## src/sv/i2cm_pkg.sv

```systemverilog
// ----------------------------------------------------------------------------
// i2cm_pkg
// Types and constants shared by the I2C master bit engine.
// ----------------------------------------------------------------------------
package i2cm_pkg;

    localparam int CntW = 16;
    localparam int RecoveryPulses = 9;
    localparam int CfgIdxW = 2;
    localparam int CfgDataW = 16;

    localparam logic [CfgIdxW-1:0] CFG_HALF = 2'd0;
    localparam logic [CfgIdxW-1:0] CFG_TMO = 2'd1;
    localparam logic [CfgIdxW-1:0] CFG_WLOW = 2'd2;
    localparam logic [CfgIdxW-1:0] CFG_WHIGH = 2'd3;

    localparam logic [1:0] ST_OK = 2'd0;
    localparam logic [1:0] ST_NACK = 2'd1;
    localparam logic [1:0] ST_TMO = 2'd2;
    localparam logic [1:0] ST_LINE = 2'd3;

    typedef enum logic [2:0] {
        CMD_NONE = 3'd0,
        CMD_START = 3'd1,
        CMD_STOP = 3'd2,
        CMD_WRITE = 3'd3,
        CMD_READ = 3'd4,
        CMD_RECOVER = 3'd5,
        CMD_WAKE = 3'd6,
        CMD_RSVD = 3'd7
    } t_cmd;

    typedef enum logic [4:0] {
        PH_IDLE, PH_ST_WAIT, PH_ST_D1, PH_ST_D2,
        PH_SP_D1, PH_SP_WAIT, PH_SP_D2, PH_SP_D3,
        PH_WR_D1, PH_WR_WAIT, PH_WR_D2,
        PH_RD_D1, PH_RD_WAIT, PH_RD_D2,
        PH_RC_WAIT, PH_RC_D1, PH_RC_WAIT2, PH_RC_D2,
        PH_WK_WAIT, PH_WK_D1, PH_WK_LOW, PH_WK_HIGH
    } t_phase;

    typedef struct packed {
        logic [2:0] cmd;
        logic [7:0] tx_byte;
        logic       ack_after_read;
        logic       scl_in;
        logic       sda_in;
    } t_in;

    typedef struct packed {
        logic       scl_drive_low;
        logic       sda_drive_low;
        logic       busy_res;
        logic       done_res;
        logic [1:0] status;
        logic [7:0] rx_byte;
    } t_out;

endpackage

```

## src/sv/i2c_master_bit_engine_unit.sv

```systemverilog
// ----------------------------------------------------------------------------
// i2c_master_bit_engine_unit
// Open-drain I2C master bit engine, one timebase tick per beat.
// ----------------------------------------------------------------------------
//  channel | handshake            | payload
//  in      | i_in_valid/o_in_ready | i_in  (i2cm_pkg::t_in)
//  out     | o_out_valid/i_out_ready | o_out (i2cm_pkg::t_out)
//  cfg     | i_cfg_we             | i_cfg_idx, i_cfg_data
//
// One beat per cycle while the output is not stalled: the sequencer updates
// in the cycle a tick beat is taken and the result sits in an output register in the cycle after.
// A tick is taken whenever the output register is empty or being drained,
// so a stalled output stops the sequencer with it.
// Reset (sync, active low) returns phase, counters, drives and config.
// ----------------------------------------------------------------------------
module i2c_master_bit_engine_unit (
    input  logic                          i_clk,
    input  logic                          i_rst_n,
    input  logic                          i_in_valid,
    output logic                          o_in_ready,
    input  i2cm_pkg::t_in                 i_in,
    output logic                          o_out_valid,
    input  logic                          i_out_ready,
    output i2cm_pkg::t_out                o_out,
    input  logic                          i_cfg_we,
    input  logic [i2cm_pkg::CfgIdxW-1:0]  i_cfg_idx,
    input  logic [i2cm_pkg::CfgDataW-1:0] i_cfg_data
);
    localparam int CW = i2cm_pkg::CntW;

    // config registers
    logic [CW-1:0] r_half, r_tmo, r_wlow, r_whigh;

    // sequencer state
    i2cm_pkg::t_phase r_phase, n_phase;
    logic [3:0]    r_bits, n_bits;
    logic [7:0]    r_shift, n_shift;
    logic [CW-1:0] r_dly, n_dly;
    logic [CW-1:0] r_str, n_str;
    logic          r_scl, n_scl, r_sda, n_sda, r_ack, n_ack;
    logic [1:0]    r_st, n_st;
    logic [7:0]    r_rx, n_rx;
    logic          n_done;

    // output register
    logic           r_ovalid;
    i2cm_pkg::t_out r_out;

    logic take;
    assign o_in_ready  = !r_ovalid || i_out_ready;
    assign take        = i_in_valid && o_in_ready;
    assign o_out_valid = r_ovalid;
    assign o_out       = r_out;

    always_ff @(posedge i_clk) begin
        if (!i_rst_n) begin
            r_half  <= CW'(5);
            r_tmo   <= CW'(1000);
            r_wlow  <= CW'(80);
            r_whigh <= CW'(2500);
        end else if (i_cfg_we) begin
            unique case (i_cfg_idx)
                i2cm_pkg::CFG_HALF:  r_half  <= i_cfg_data;
                i2cm_pkg::CFG_TMO:   r_tmo   <= i_cfg_data;
                i2cm_pkg::CFG_WLOW:  r_wlow  <= i_cfg_data;
                i2cm_pkg::CFG_WHIGH: r_whigh <= i_cfg_data;
                default: ;
            endcase
        end
    end

    // delay expires when count is 0 or 1; stretch times out on count+1 >= tmo
    logic dly_end, scl_hi, tmo_hit;
    assign dly_end = (r_dly <= CW'(1));
    assign scl_hi  = i_in.scl_in;
    assign tmo_hit = ({1'b0, r_str} + (CW+1)'(1)) >= {1'b0, r_tmo};

    always_comb begin
        n_phase = r_phase; n_bits = r_bits; n_shift = r_shift;
        n_dly = r_dly; n_str = r_str; n_scl = r_scl; n_sda = r_sda;
        n_ack = r_ack; n_st = r_st; n_rx = r_rx; n_done = 1'b0;
        if (!dly_end) n_dly = r_dly - CW'(1);
        if (!scl_hi && !tmo_hit) n_str = r_str + CW'(1);
        unique case (r_phase)
            i2cm_pkg::PH_IDLE: begin
                n_dly = r_dly; n_str = r_str;
                unique case (i2cm_pkg::t_cmd'(i_in.cmd))
                    i2cm_pkg::CMD_START: begin
                        n_sda = 1'b0; n_scl = 1'b0; n_str = '0;
                        n_phase = i2cm_pkg::PH_ST_WAIT;
                    end
                    i2cm_pkg::CMD_STOP: begin
                        n_ack = 1'b0; n_sda = 1'b1; n_dly = r_half;
                        n_phase = i2cm_pkg::PH_SP_D1;
                    end
                    i2cm_pkg::CMD_WRITE: begin
                        n_shift = i_in.tx_byte; n_bits = '0; n_ack = 1'b0;
                        n_sda = !i_in.tx_byte[7]; n_dly = r_half;
                        n_phase = i2cm_pkg::PH_WR_D1;
                    end
                    i2cm_pkg::CMD_READ: begin
                        n_sda = 1'b0; n_shift = '0; n_bits = '0;
                        n_ack = i_in.ack_after_read; n_dly = r_half;
                        n_phase = i2cm_pkg::PH_RD_D1;
                    end
                    i2cm_pkg::CMD_RECOVER: begin
                        n_sda = 1'b0; n_ack = 1'b1; n_bits = '0;
                        n_scl = 1'b0; n_str = '0;
                        n_phase = i2cm_pkg::PH_RC_WAIT;
                    end
                    i2cm_pkg::CMD_WAKE: begin
                        n_sda = 1'b0; n_scl = 1'b0; n_str = '0;
                        n_phase = i2cm_pkg::PH_WK_WAIT;
                    end
                    default: ;
                endcase
            end
            i2cm_pkg::PH_ST_WAIT, i2cm_pkg::PH_RC_WAIT2, i2cm_pkg::PH_WK_WAIT: begin
                if (scl_hi) begin
                    n_dly = r_half;
                    n_phase = (r_phase == i2cm_pkg::PH_ST_WAIT) ? i2cm_pkg::PH_ST_D1 :
                              (r_phase == i2cm_pkg::PH_RC_WAIT2) ? i2cm_pkg::PH_RC_D2 :
                              i2cm_pkg::PH_WK_D1;
                end else if (tmo_hit) begin
                    n_st = i2cm_pkg::ST_TMO; n_done = 1'b1; n_phase = i2cm_pkg::PH_IDLE;
                end
            end
            i2cm_pkg::PH_ST_D1, i2cm_pkg::PH_WK_D1: if (dly_end) begin
                if (!i_in.sda_in) begin
                    n_st = i2cm_pkg::ST_LINE; n_done = 1'b1; n_phase = i2cm_pkg::PH_IDLE;
                end else begin
                    n_sda = 1'b1;
                    if (r_phase == i2cm_pkg::PH_ST_D1) begin
                        n_dly = r_half; n_phase = i2cm_pkg::PH_ST_D2;
                    end else begin
                        n_dly = r_wlow; n_phase = i2cm_pkg::PH_WK_LOW;
                    end
                end
            end
            i2cm_pkg::PH_ST_D2: if (dly_end) begin
                n_scl = 1'b1; n_st = i2cm_pkg::ST_OK; n_done = 1'b1;
                n_phase = i2cm_pkg::PH_IDLE;
            end
            i2cm_pkg::PH_SP_D1, i2cm_pkg::PH_WR_D1, i2cm_pkg::PH_RD_D1,
            i2cm_pkg::PH_RC_D1: if (dly_end) begin
                n_scl = 1'b0; n_str = '0;
                n_phase = (r_phase == i2cm_pkg::PH_SP_D1) ? i2cm_pkg::PH_SP_WAIT :
                          (r_phase == i2cm_pkg::PH_WR_D1) ? i2cm_pkg::PH_WR_WAIT :
                          (r_phase == i2cm_pkg::PH_RD_D1) ? i2cm_pkg::PH_RD_WAIT :
                          i2cm_pkg::PH_RC_WAIT2;
            end
            i2cm_pkg::PH_SP_WAIT: begin
                if (scl_hi) begin
                    n_dly = r_half; n_phase = i2cm_pkg::PH_SP_D2;
                end else if (tmo_hit) begin
                    n_sda = 1'b0; n_st = i2cm_pkg::ST_TMO; n_done = 1'b1;
                    n_phase = i2cm_pkg::PH_IDLE;
                end
            end
            i2cm_pkg::PH_SP_D2: if (dly_end) begin
                n_sda = 1'b0; n_dly = r_half; n_phase = i2cm_pkg::PH_SP_D3;
            end
            i2cm_pkg::PH_SP_D3: if (dly_end) begin
                n_st = (i_in.sda_in && (!r_ack || scl_hi)) ? i2cm_pkg::ST_OK
                                                            : i2cm_pkg::ST_LINE;
                n_done = 1'b1; n_phase = i2cm_pkg::PH_IDLE;
            end
            i2cm_pkg::PH_WR_WAIT: begin
                if (scl_hi) begin
                    if (r_bits[3]) n_ack = i_in.sda_in;
                    n_dly = r_half; n_phase = i2cm_pkg::PH_WR_D2;
                end else if (tmo_hit) begin
                    n_st = i2cm_pkg::ST_TMO; n_done = 1'b1; n_phase = i2cm_pkg::PH_IDLE;
                end
            end
            i2cm_pkg::PH_WR_D2: if (dly_end) begin
                n_scl = 1'b1;
                if (r_bits[3]) begin
                    n_st = r_ack ? i2cm_pkg::ST_NACK : i2cm_pkg::ST_OK;
                    n_done = 1'b1; n_phase = i2cm_pkg::PH_IDLE;
                end else begin
                    n_shift = {r_shift[6:0], 1'b0};
                    n_bits = r_bits + 4'd1;
                    n_sda = (r_bits != 4'd7) && !r_shift[6];
                    n_dly = r_half; n_phase = i2cm_pkg::PH_WR_D1;
                end
            end
            i2cm_pkg::PH_RD_WAIT: begin
                if (scl_hi) begin
                    if (!r_bits[3]) n_shift = {r_shift[6:0], i_in.sda_in};
                    n_dly = r_half; n_phase = i2cm_pkg::PH_RD_D2;
                end else if (tmo_hit) begin
                    n_st = i2cm_pkg::ST_TMO; n_done = 1'b1; n_phase = i2cm_pkg::PH_IDLE;
                end
            end
            i2cm_pkg::PH_RD_D2: if (dly_end) begin
                n_scl = 1'b1;
                if (r_bits[3]) begin
                    n_sda = 1'b0; n_rx = r_shift; n_st = i2cm_pkg::ST_OK;
                    n_done = 1'b1; n_phase = i2cm_pkg::PH_IDLE;
                end else begin
                    n_bits = r_bits + 4'd1;
                    if (r_bits == 4'd7) n_sda = r_ack;
                    n_dly = r_half; n_phase = i2cm_pkg::PH_RD_D1;
                end
            end
            i2cm_pkg::PH_RC_WAIT: begin
                if (scl_hi) begin
                    n_dly = r_half;
                    if (i_in.sda_in) begin
                        n_sda = 1'b1; n_phase = i2cm_pkg::PH_SP_D1;
                    end else begin
                        n_scl = 1'b1; n_phase = i2cm_pkg::PH_RC_D1;
                    end
                end else if (tmo_hit) begin
                    n_st = i2cm_pkg::ST_TMO; n_done = 1'b1; n_phase = i2cm_pkg::PH_IDLE;
                end
            end
            i2cm_pkg::PH_RC_D2: if (dly_end) begin
                n_dly = r_half;
                if (i_in.sda_in || ({1'b0, r_bits} + 5'd1 >=
                                    5'(i2cm_pkg::RecoveryPulses))) begin
                    n_sda = 1'b1; n_phase = i2cm_pkg::PH_SP_D1;
                end else begin
                    n_bits = r_bits + 4'd1; n_scl = 1'b1;
                    n_phase = i2cm_pkg::PH_RC_D1;
                end
            end
            i2cm_pkg::PH_WK_LOW: if (dly_end) begin
                n_sda = 1'b0; n_dly = r_whigh; n_phase = i2cm_pkg::PH_WK_HIGH;
            end
            i2cm_pkg::PH_WK_HIGH: if (dly_end) begin
                n_st = (i_in.sda_in && scl_hi) ? i2cm_pkg::ST_OK : i2cm_pkg::ST_LINE;
                n_done = 1'b1; n_phase = i2cm_pkg::PH_IDLE;
            end
            default: n_phase = i2cm_pkg::PH_IDLE;
        endcase
    end

    always_ff @(posedge i_clk) begin
        if (!i_rst_n) begin
            r_phase <= i2cm_pkg::PH_IDLE;
            r_bits <= '0; r_shift <= '0; r_dly <= '0; r_str <= '0;
            r_scl <= 1'b0; r_sda <= 1'b0; r_ack <= 1'b0; r_st <= '0; r_rx <= '0;
            r_ovalid <= 1'b0;
        end else begin
            if (take) begin
                r_phase <= n_phase; r_bits <= n_bits; r_shift <= n_shift;
                r_dly <= n_dly; r_str <= n_str; r_scl <= n_scl; r_sda <= n_sda;
                r_ack <= n_ack; r_st <= n_st; r_rx <= n_rx;
            end
            if (o_in_ready) r_ovalid <= i_in_valid;
        end
    end

    always_ff @(posedge i_clk) begin
        if (take) begin
            r_out.scl_drive_low <= n_scl;
            r_out.sda_drive_low <= n_sda;
            r_out.busy_res      <= (n_phase != i2cm_pkg::PH_IDLE);
            r_out.done_res      <= n_done;
            r_out.status        <= n_st;
            r_out.rx_byte       <= n_rx;
        end
    end
endmodule

```

## config.mk

```make
export PLATFORM = sky130hd
export DESIGN_NAME = i2c_master_bit_engine_unit
export DESIGN_NICKNAME = d
export VERILOG_FILES = /design/src/sv/i2cm_pkg.sv /design/src/sv/i2c_master_bit_engine_unit.sv
export SDC_FILE = /design/constraint.sdc
export NUM_CORES = 1
export LEC_CHECK = 0
export ABC_CLOCK_PERIOD_IN_PS = 5040
export BUFFER_PORTS_ARGS = -buffer_cell sky130_fd_sc_hd__buf_2
export CORE_AREA = 2 2 155 157
export CTS_BUF_LIST = sky130_fd_sc_hd__clkbuf_8
export CTS_CLUSTER_DIAMETER = 150
export DETAILED_ROUTE_END_ITERATION = 8
export DIE_AREA = 0 0 157 159
export MAX_ROUTING_LAYER = met4
export PLACE_DENSITY_LB_ADDON = 0.2
export SLEW_MARGIN = 5
export SYNTH_ARGS = -nofsm -noshare
export SYNTH_HDL_FRONTEND = slang
export SYNTH_SLANG_ARGS = --single-unit
```

## constraint.sdc

```tcl
create_clock -name i_clk -period 5.04 [get_ports i_clk]
set_clock_uncertainty 0.1 [all_clocks]
set_input_delay 0.504 -clock i_clk [delete_from_list [all_inputs] [get_ports i_clk]]
set_output_delay 0.504 -clock i_clk [all_outputs]
set_load 0.02 [all_outputs]
```

==> metrics.md, run 1 <==
| Metric | Value |
|---|---|
| Die width | approximately 160 um |
| Post-synth EDFFs | 14 |
| Std-Cell Rows | between 50 and 60 |
| Share of post-route cells with drive strength above 1 | between 10 and 15% |
| Placer congestion estimate | around 0.97 |
| Gr usage total | 24.2% |
| Finished Layout Cells | between 1,500 and 2,000 |
| 1st-pass router iterations | 5 |
| Largest net degree at the start of global routing | 54 |
| Total core area | approximately 23,000 um2 |
| Fmax | ~0.23 GHz |
| Die area | 25,000 um2 |
| Top FF cell, synth | dfxtp_1 |
| TritonCTS clock tree | done |
| DP Cell Count | approximately 1,500 |
| CP startpoint kind | flop |
| Max clock buf depth | 2 |
| Multi-input logic area | around 5700 um2 |
| Routed len/inst | around 19 um |
| Final #Nets | between 1,000 and 1,500 |
| Clk_lat worst skew | 480 ps |
| Starting Density | 39.4% |
| First-pass GRT wire length | about 47,000 um |
| Root Buffer | clkbuf_8 |
| Reg area | roughly 3000 um2 |
| VDD IR max | approximately 0.16 mV |
| Seq cells post-synth | between 100 and 150 |
| # resized after CTS | 0 |
| Total power | roughly 0.0033 W |
| Setup tns final | 0 ps |
| Post-synthesis async set-or-reset flop share | 0% |
| Final Cycle Share | approximately 85% |
| Initial drt markers | between 1,000 and 1,500 |
| Cell count after synthesis | around 1,200 |
| Syn Std Cell Area | 9140 um2 |
| # IOs | between 50 and 60 |
| Drt total wl | roughly 29,000 um |
| Initial antenna violation count | 0 |
| CTS H-tree depth | 4 |
| Clock transition at path regs | approximately 100 ps |
| Critical path type | flop to flop |
| Routed Antenna Nets | 0 |
| Worst slew margin | a little over a quarter |
| Leakage power | ~3.7 nW |
| I/O Buffers | 52 |
| Hold slack final | between 150 and 200 ps |
| Worst Path Required | about 5300 ps |
| Post-route DRC | 0 |
| Via count | about 9,100 |
| Sequential area share after synthesis | about 32% |
| Die Y | roughly 160 um |
| Avg Inst Size Synth | roughly 7.7 um2 |
| CTS Sinks | roughly 140 |
| Util after Layout | about 43% |
| HPWL after detailed placement | between 20,000 and 25,000 um |
| P&R area growth vs syn | 8.83% |
| Yosys cell types | 92 |
| Hold Vio Cnt, Final | 0 |
| Vias in the first global route | 8,344 |
| RSZ-0062 raised after global routing | no |
| WP data arrival | 4560 ps |
| Syn nets | 1,251 |
| Final Max Slew Viols | 0 |
| Antenna diodes | 0 |
| Fill count | 2,394 |
| Ys Warns | 0 |
| GR Overflow Total | 0 |
| Crit path max fanout | 11 |
| Inserted Clock Buffers | 17 |
| Via density per instance | ~5.9 |
| Final setup viols | 0 |
| CTS hold repair buffers | 0 |
| Post-CTS setup buffer count | 0 |
| P per Cell Area | 329 nW/um2 |
| Hold WC Path Type | input port to flop |
| Max Cap Viol | 0 |
| Status | finished clean |
| Worst-Margin Slew | between 1000 and 1500 ps |
| Tmin final | 4270 ps |
| Worst Setup End Kind | flop |
## cell usage after synthesis, types with 11 or more instances
library cell / number / share of area, %
o211ai_1: 21 / 1.7
inv_1: 38 / 1.6
buf_2: 21 / 1.1
nand2b_1: 16 / 1.1
a21o_1: 11 / 0.90
a31oi_1: 14 / 0.96
nand3_1: 35 / 1.9
a211oi_1: 23 / 1.9
nor2_1: 97 / 4.0
xnor2_1: 15 / 1.4
o21ai_0: 64 / 3.5
a22oi_1: 11 / 0.90
clkbuf_1: 47 / 1.9
ha_1: 21 / 2.9
nand2_1: 199 / 8.2
edfxtp_1: 14 / 4.6
dfxtp_1: 127 / 28
nor3_1: 28 / 1.5
o22ai_1: 14 / 0.96
o31ai_1: 20 / 1.6
mux2i_1: 14 / 1.5
a21oi_1: 125 / 6.8
## routing by layer
| metal | global-route usage [%] | wire, um | vias up |
|---|---|---|---|
| li1 | - | - | 4382 |
| met1 | 33.8 | 13500 | 4245 |
| met2 | 36.1 | 13000 | 403 |
| met3 | 4.03 | 2150 | 45 |
| met4 | 6.88 | 599 | 0 |
| met5 | - | 0 | - |
## layout by cell type, fill, tap and decap left out, drive strengths merged, types with 10 or more instances in the layout
master  instances
nand2         199
dfxtp         127
a21oi         126
nor2          100
o21ai          73
buf            71
inv            48
nand3          37
nor3           31
a211oi         24
o211ai         22
ha             21
o31ai          21
clkbuf         17
nand2b         16
xnor2          15
a31oi          14
o22ai          14
mux2i          14
edfxtp         14
a21o           11
a22oi          11
nor4           11
nor2b          10
## worst max-delay path, stage by stage, from the launching register on
cell	delay, ps
dfxtp_1	420
ha_1	240
nand3_2	160
nor4_4	330
nand3_1	200
inv_1	90
nand3_1	140
xnor2_1	160
ha_1	200
nor3_1	160
o21ai_0	110
a22oi_1	190
o21ai_1	160
a2111oi_2	650
nand3_1	510
o31ai_1	350
## sequential cells by signal (all words and copies together), names as in the netlist, 2 cells and up
name,flops
r_st,2
o_out,14
r_phase,5
r_rx,8
r_tmo,16
r_bits,4
r_str,16
r_half,16
r_wlow,16
r_whigh,16
r_shift,8
r_dly,16
## kinds of logic (layout without fill, tap and decap cells)
logic type | Yosys count | after routing | synth area share, %
adder cells (fa/ha/maj) | 21 | 21 | 2.87
XOR/XNOR | 23 | 23 | 2.29
buffers and inverters | 119 | 143 | 5.75
AND/OR/NAND/NOR | 465 | 465 | 25.1
flip-flops | 141 | 141 | 32.4
multiplexers | 22 | 22 | 2.52
AO/OA/AOI/OAI | 402 | 402 | 29.1
## metrics by stage
stage	setup WS, ps	instance area (um2)
after floorplan	1170	9140
after CTS	767	9950
after detailed placement	782	9570
after global placement	895	9570
after global routing	263	9950
final	770	9950
## path summary, 6_finish.rpt
kind                            slack (ps)        from  cells after the start           to
worst max-delay path                   770    r_str[0]                     15     r_str[2]
worst min-delay path                   170  i_in_valid                      3  o_out_valid
worst max register to register         770    r_str[0]                     15     r_str[2]
worst min register to register         360  r_whigh[1]                      2   r_whigh[1]
## layout make-up
cell class                      count  area share [%]
Inverter                           40            1.51
Multi-Input combinational cell    933            56.8
Clock buffer                       17            2.35
Timing Repair Buffer               71            4.05
Clock inverter                     15            1.47
Tap cell                          319            4.01
Sequential cell                   141            29.8
## where the power goes
part           leakage, nW  internal [W]  switching (W)  total (W)
sequential            1.18       0.00120      0.0000924    0.00129
combinational         2.34      0.000362       0.000708    0.00107
clock                0.185      0.000365       0.000543   0.000908
Note: power is estimated with default switching activity, not from simulation.
==> run 2: changes to the inputs <==
--- a/config.mk
+++ b/config.mk
@@ -5,7 +5,7 @@
 export SDC_FILE = /design/constraint.sdc
 export NUM_CORES = 1
 export LEC_CHECK = 0
-export ABC_CLOCK_PERIOD_IN_PS = 5040
+export ABC_CLOCK_PERIOD_IN_PS = 4300
 export BUFFER_PORTS_ARGS = -buffer_cell sky130_fd_sc_hd__buf_2
 export CORE_AREA = 2 2 155 157
 export CTS_BUF_LIST = sky130_fd_sc_hd__clkbuf_8
==> constraint.sdc (replaced) <==
create_clock -name i_clk -period 4.3 [get_ports i_clk]
set_clock_uncertainty 0.1 [all_clocks]
set_input_delay 0.43 -clock i_clk [delete_from_list [all_inputs] [get_ports i_clk]]
set_output_delay 0.43 -clock i_clk [all_outputs]
set_load 0.02 [all_outputs]
==> run 2 against run 1 <==
Critical path depth shrank 1. Power is 23% higher. Hold slack got worse by 89 ps. Largest cell class unchanged. Highest routed layer unchanged.
==> metrics.md, run 2 (synthesized netlist as in run 1, its figures left out) <==
| Metric | Value |
|---|---|
| Status | finished clean |
| Final setup viols | 0 |
| Commonest non-fill, non-tap cell in the layout | nand2_1 |
| Drt total wl | around 29,000 um |
| DP Cell Count | 1,515 |
| Worst flop-to-flop path startpoint | r_str[2] |
| Die width | 157 um |
| Clock share of power | between 30% and 40% |
| Final #Nets | between 1,000 and 1,500 |
| Fill count | ~2,400 |
| Via count | slightly above 9,000 |
| Crit path cell chain | and3_1 -> nand4_1 -> nor2_2 -> nand3_1 -> xnor2_1 -> ha_1 -> nand2_1 -> or4_1 -> or2_1 -> a2bb2oi_1 -> nand2_1 -> o221a_2 -> nand4_1 -> or3_1 |
| VDD IR max | about 0.23 mV |
| Setup tns final | 0 ps |
| WP data arrival | 4100 ps |
| Vias in the first global route | a little over 8,000 |
| Max clock buf depth | 2 |
| Commonest non-fill, non-tap cells in the layout | nand2_1, dfxtp_1, a21oi_1 |
| Crit path max fanout | 6 |
| Final Max Slew Viols | 0 |
| Final Cycle Share | between 90% and 100% |
| Fmax | approximately 0.25 GHz |
| Antenna diodes | 0 |
| Dpl ws | approximately 140 ps |
| Tmin final | a little under 4000 ps |
| Crit-path max cell delay | roughly 550 ps |
| CTS Sinks | between 100 and 150 |
| # IOs | 53 |
| Total power | between 0.004 and 0.005 W |
| Finished Layout Cells | between 1,500 and 2,000 |
| RSZ-0062 raised after global routing | no |
| First-pass GRT wire length | around 46,000 um |
| Routed len/inst | between 15 and 20 um |
| CTS H-tree depth | 4 |
| P&R area growth vs syn | 10.8% |
| HPWL after detailed placement | 20,900 um |
| Worst r2r dst | o_out[11] |
| Sw frac | about two fifths |
| Crit path launch | r_str[2] |
| Initial antenna violation count | 0 |
| Worst slew margin | approximately a fifth |
| Hold Vio Cnt, Final | 0 |
| Std-Cell Rows | 56 |
| Leakage power | roughly 3.8 nW |
| Clock transition at path regs | ~100 ps |
| Initial drt markers | between 900 and 1,000 |
| CP max stage cell | or4_1 |
| P_sw | approximately 0.0016 W |
| Critical path type | flop to flop |
| P per Cell Area | approximately 400 nW/um2 |
| Die area | around 25,000 um2 |
| Flop2flop setup slack | roughly 330 ps |
| Post-route DRC | 0 |
| I/O Buffers | between 50 and 60 |
| Clk_lat worst skew | between 400 and 500 ps |
| Worst R2R Path Depth | 14 |
| Capture point of the critical path | o_out[11] |
| Internal power | roughly 0.0025 W |
| Largest net degree at the start of global routing | 52 |
| Hold WC Path Type | input port to flop |
| Routed Antenna Nets | 0 |
| Worst Setup End Kind | flop |
| Total core area | about 23,000 um2 |
| TritonCTS clock tree | done |
| Die Y | 159 um |
| 1st-pass router iterations | 5 |
| Via density per instance | about 6 |
| Starting Density | 39.4% |
| CTS hold repair buffers | 0 |
| Comb power frac | 31.6% |
| Inserted Clock Buffers | 17 |
| Placer congestion estimate | between 0.9 and 1 |
| Worst-Margin Slew | 1180 ps |
| Worst Path Required | 4430 ps |
| Root Buffer | clkbuf_8 |
| Gr usage total | approximately a quarter |
| Max Cap Viol | 0 |
| Sequential Power Share | ~38% |
| Share of post-route cells with drive strength above 1 | roughly an eighth |
| Final WS setup | about 330 ps |
| CP startpoint kind | flop |
| GR Overflow Total | 0 |
-- run 2: worst min path at each step --
| stage | startpoint | to | slack, ps | cells after the start |
|---|---|---|---|---|
| floorplan | r_whigh[1] | r_whigh[1] | 330 | 2 |
| global placement | r_tmo[15] | r_tmo[15] | 350 | 2 |
| detailed placement | r_tmo[13] | r_tmo[13] | 350 | 2 |
| CTS | i_in_valid | o_out_valid | 70 | 3 |
| global route | i_in_valid | o_out_valid | 90 | 3 |
| finish | i_in_valid | o_out_valid | 80 | 3 |
-- run 2: layout make-up --
class / count / area, um2 / share of cell area (%)
well taps: 319 / 399 / 3.94
multi-input cells: 933 / 5670 / 55.9
inverters: 40 / 150 / 1.48
clock buffers: 17 / 234 / 2.31
clock inverters: 15 / 215 / 2.12
repair buffers: 84 / 500 / 4.94
flip-flops and latches: 141 / 2960 / 29.3
-- run 2: metal layers --
metal	GRT usage, %	vias to the layer above	part of all wire [%]
met5	-	-	0
met3	3.89	49	7.2
li1	-	4426	-
met2	35.5	412	44
met1	34.5	4293	47
met4	6.26	0	1.9
-- run 2: per-stage QoR --
step	hold slack [ps]	area [um2]	util (%)
after floorplan	333	9140	-
after global placement	345	9650	41.6
after detailed placement	349	9650	41.6
after CTS	68.4	10100	43.5
after global routing	86.0	10100	43.7
final	84.6	10100	43.7
-- run 2: power by group through the flow --
stage	logic [W]	registers (W)	clock network, W
2_1_floorplan	0.000949	0.00150	0
3_3_place_gp	0.00124	0.00155	0
3_5_place_dp	0.00124	0.00155	0
4_1_cts	0.00125	0.00152	0.00126
5_1_grt	0.00139	0.00153	0.00132
6_report	0.00127	0.00152	0.00125
-- run 2: repair_timing --
action                                  in CTS  in global routing
resized for setup                            0                  4
endpoints found under the setup margin       0                 12
buffers inserted                             0                  2
-- run 2: critical path: cells and delay by family, from the launching register on --
kind	cells	cell delay [ps]
XOR/XNOR	1	180
flip-flops	1	440
AO/OA/AOI/OAI	2	360
adder cells (fa/ha/maj)	1	290
AND/OR/NAND/NOR	10	2360
